### src/rtl/ssps_pkg.sv
// Shared constants and coefficient table for the sixth-order plant update.
// Depends on nothing; every other file in rtl imports it.
`default_nettype none

package ssps_pkg;

   localparam int NSTATE  = 6;
   localparam int NCOEF   = 7;
   localparam int OUT_ROW = 5;

   // Coefficients in units of 1e-4. Rows and columns follow the state order
   // i1, u1, i2, u2, i3, u3; the last column weights the drive voltage.
   localparam int COEF_E4 [NSTATE][NCOEF] = '{
      '{  9652,  -172,    57,   -58,    52,  -251,  471 },
      '{  7732,  1252,  2315,   700,  1282,  7754,  377 },
      '{  8278, -7522,  -956,  3299, -4855,  3915,  404 },
      '{  9948,  2655, -3848,  4212,  3927,  2899,  485 },
      '{  7648, -4165, -4855, -3366,  -986,  7281,  373 },
      '{ 11056,  7587,  1179,   748, -2192,  1491,  539 }
   };

   // Fixed-point coefficient with frac fractional bits, rounded to nearest
   // with ties away from zero. Only ever evaluated on constants.
   function automatic longint coef_q(input int row, input int col, input int frac);
      longint e4;
      longint mag;
      e4  = longint'(COEF_E4[row][col]);
      mag = (((e4 < 0) ? -e4 : e4) <<< frac) + 64'sd5000;
      mag = mag / 64'sd10000;
      return (e4 < 0) ? -mag : mag;
   endfunction

endpackage

`default_nettype wire

### src/rtl/ssps_row.sv
// One row of the state update: seven constant-coefficient products, their
// full-precision sum, round half up and saturation. Depends on ssps_pkg.
`default_nettype none

module ssps_row #(
   parameter int DATA_WIDTH     = 24,
   parameter int COEF_FRAC_BITS = 14,
   parameter int ROW            = 0
) (
   input  wire logic [ssps_pkg::NSTATE-1:0][DATA_WIDTH-1:0] state_i,
   input  wire logic signed [DATA_WIDTH-1:0]                drive_i,
   output logic signed [DATA_WIDTH-1:0]                     next_o
);
   import ssps_pkg::*;

   // Coefficient magnitudes stay below 2.0, so two integer bits suffice.
   localparam int CW = COEF_FRAC_BITS + 2;
   localparam int PW = DATA_WIDTH + CW;
   localparam int AW = PW + 3;
   localparam int RW = AW - COEF_FRAC_BITS;

   localparam logic signed [AW-1:0] HALF = AW'(64'sd1 <<< (COEF_FRAC_BITS - 1));
   localparam logic signed [RW-1:0] SAT_MAX = RW'((64'sd1 <<< (DATA_WIDTH - 1)) - 64'sd1);
   localparam logic signed [RW-1:0] SAT_MIN = -SAT_MAX - RW'(1);

   logic signed [DATA_WIDTH-1:0] operand [NCOEF];
   logic signed [PW-1:0]         prod    [NCOEF];
   logic signed [AW-1:0]         acc;
   logic signed [AW-1:0]         acc_half;
   logic signed [RW-1:0]         rounded;

   always_comb begin
      for (int c = 0; c < NSTATE; c++) begin
         operand[c] = $signed(state_i[c]);
      end
      operand[NSTATE] = drive_i;
   end

   // Each product has a constant operand, so these reduce to adder trees.
   always_comb begin
      for (int c = 0; c < NCOEF; c++) begin
         prod[c] = PW'(operand[c]) * PW'(CW'(coef_q(ROW, c, COEF_FRAC_BITS)));
      end
   end

   always_comb begin
      acc = '0;
      for (int c = 0; c < NCOEF; c++) begin
         acc = acc + AW'(prod[c]);
      end
   end

   assign acc_half = acc + HALF;
   assign rounded  = RW'(acc_half >>> COEF_FRAC_BITS);

   always_comb begin
      if (rounded > SAT_MAX) begin
         next_o = DATA_WIDTH'(SAT_MAX);
      end else if (rounded < SAT_MIN) begin
         next_o = DATA_WIDTH'(SAT_MIN);
      end else begin
         next_o = DATA_WIDTH'(rounded);
      end
   end

endmodule

`default_nettype wire

### config.mk
export PLATFORM = sky130hd
export DESIGN_NAME = ssps_row
export DESIGN_NICKNAME = d
export VERILOG_FILES = /design/src/rtl/ssps_pkg.sv /design/src/rtl/ssps_row.sv
export SDC_FILE = /design/constraint.sdc
export NUM_CORES = 2
export LEC_CHECK = 0
export ABC_CLOCK_PERIOD_IN_PS = 16700
export BUFFER_PORTS_ARGS = -buffer_cell sky130_fd_sc_hd__buf_2
export CAP_MARGIN = 30
export CORE_ASPECT_RATIO = 0.9
export CORE_MARGIN = 4
export CORE_UTILIZATION = 45
export DETAILED_ROUTE_END_ITERATION = 6
export MAX_ROUTING_LAYER = met4
export PLACE_DENSITY_LB_ADDON = 0.12
export SYNTH_ARGS = -nofsm -noshare
export SYNTH_HDL_FRONTEND = slang
export SYNTH_SLANG_ARGS = --single-unit
### constraint.sdc
create_clock -name vclk -period 16.7
set_input_delay 0.835 -clock vclk [all_inputs]
set_output_delay 0.835 -clock vclk [all_outputs]
set_load 0.02 [all_outputs]
==> impl_results.md <==
- Final Cycle Share: 0.827
- Final hold vios: 0
- Top-area cell type share of the netlist area: 0.454
- Final min period: approximately 14 ns
- Initial antenna violation count: 4
- DR vias: ~23000
- Vias in the first global route: approximately 24000
- Critical-path top delay cell: nor4_1
- Top Ports: around 190
- Syn_area_per_cell: roughly 9.5 um^2
- Yosys top cell by area: fa_1
- Fin. max-slew vios: 0
- Post-synthesis sequential area ratio: 0
- Routed Wire Length: about 81000 um
- Vias/cell: 4.65
- WHS: approximately 3.0 ns
- Routed length per instance: 16.5 um
- # fillers: approximately 7600
- First-pass DRT Iterations: 5
- Nature of the critical path startpoint: input port
- GR Overflow Total: 0
- Drc violations: 0
- Area grow syn2layout: 6.40%
- Routability cong.: slightly above 0.9
- GRT Util Overall: 0.214
- Synth area leaders: fa_1 (45%), ha_1 (26%), inv_1 (16%)
- Hold_buf cts: 0
- Sequential cell area: 0 um^2
- Layout cells sized above 1: 0.0565
- Seq_cells: 0
- Clock buffer count: 0
- Die H: roughly 270 um
- Maximum Capacitance Violations: 0
- Row count: 96
- Post-Syn Area: between 0.03 and 0.04 mm^2
- HPWL Detailed: 78300 um
- Syn. warnings: 0
- Worst setup EP type: output port
- Status: finished clean
- Unrepaired setup endpoints after global routing: false
- Crit path largest cell delay: between 0.5 and 0.6 ns
- Post-DRT Antenna Nets: 0
- Post-CTS Setup Bufs: 0
- Largest net degree at the start of global routing: 27
- Setup violators final: 0
- Initial DRC Count: ~860
- Post-CTS Resized: 0
- Required time worst endpoint: approximately 16 ns
- Fmax: slightly above 70 MHz
- Initial Util: 0.456
- Crit path arrival time: between 10 and 15 ns
- Most frequent CP cell: fa_1
- Die X: about 300 um
- Most frequent cells in the layout: inv_1 (1479), fa_1 (793), ha_1 (724)
- Slew HR: 0.503
- Min-delay worst type: input port to output port
- Port buffer count: around 190
- CP Max Fanout: 19
- Nets@finish: approximately 5600
- Die area: 0.0822 mm^2
- Most common cell after layout, fill and taps aside: inv_1
- Setup TNS: 0 ns
- Synth unique cells: 65
- Syn Nets: about 5400
- Global-route wire length before repair: 133000 um
- Critical path type: input port to output port
- Core area: 0.0766 mm^2
- Synth Instances: approximately 3700
- Worst-Margin Slew: about 0.74 ns
final timing paths:
check	start	end	slack, ns	cells after the start
min	state_i[120]	next_o[0]	3.00	8
max	state_i[31]	next_o[2]	2.89	46
final cells by class:
type	count	area (um^2)	area share
antenna	3	7.51	0.000202
inverter	1479	5550	0.149
multi-input combinational	2201	29400	0.790
tap	1029	1290	0.0346
timing repair buffer	195	983	0.0264
routing by layer:
metal | track usage | vias to the layer above | wire [um]
met2 | 0.353 | 320 | 39400
li1 | - | 11200 | -
met1 | 0.299 | 11200 | 37500
met3 | 0.0109 | 48 | 2400
met5 | - | - | 0
met4 | 0.0350 | 0 | 1760
through the flow:
| stage | worst slack [ns] | cells | area (um^2) | utilization |
|---|---|---|---|---|
| 2_1_floorplan | 4.43 | 3691 | 35000 | - |
| 3_3_place_gp | 3.21 | 4904 | 37200 | 0.485 |
| 3_5_place_dp | 3.05 | 4904 | 37200 | 0.485 |
| 4_1_cts | 3.00 | 4904 | 37200 | 0.485 |
| 5_1_grt | 2.24 | 4906 | 37200 | 0.486 |
| 6_report | 2.89 | 4907 | 37200 | 0.486 |
worst max-delay path: cells and delay by family:
family                   cells  cell delay (ns)
AO/OA/AOI/OAI               13             3.03
XOR/XNOR                     2             0.38
adder cells (fa/ha/maj)     15             6.38
buffers and inverters       11             1.14
AND/OR/NAND/NOR              5             1.20
cell families after synthesis:
group                      after synthesis  share of synthesized area
muxes                                    3                   0.000930
buffers and inverters                 1490                      0.160
adders and majority gates             1517                      0.713
AOI/OAI and AO/OA                      324                     0.0616
and+or+nand+nor                        225                     0.0313
xor gates and xnor gates               132                     0.0331
synthesized netlist by cell type, types with 3 or more instances:
cell / number
inv_1: 1479
a21o_1: 81
a21boi_0: 4
nand3_1: 24
buf_2: 5
xnor2_1: 75
clkbuf_1: 5
a21oi_1: 86
and3_1: 12
a21oi_2: 3
nand3b_1: 3
nand4_1: 6
o211ai_1: 7
nand2_1: 53
a221o_1: 4
nor2_1: 62
ha_1: 724
nor3_1: 10
nand2b_1: 17
a31oi_1: 14
fa_1: 793
a211oi_1: 11
o21ai_1: 12
o21bai_1: 12
nor2b_1: 16
and2_1: 6
o21a_1: 11
or2_2: 4
or3_1: 4
o21ai_0: 49
a211o_1: 3
xor2_1: 57
Power is left out: the tool's default activity adds up to more than one toggle a clock period on the data nets, which glitch-free logic cannot reach.
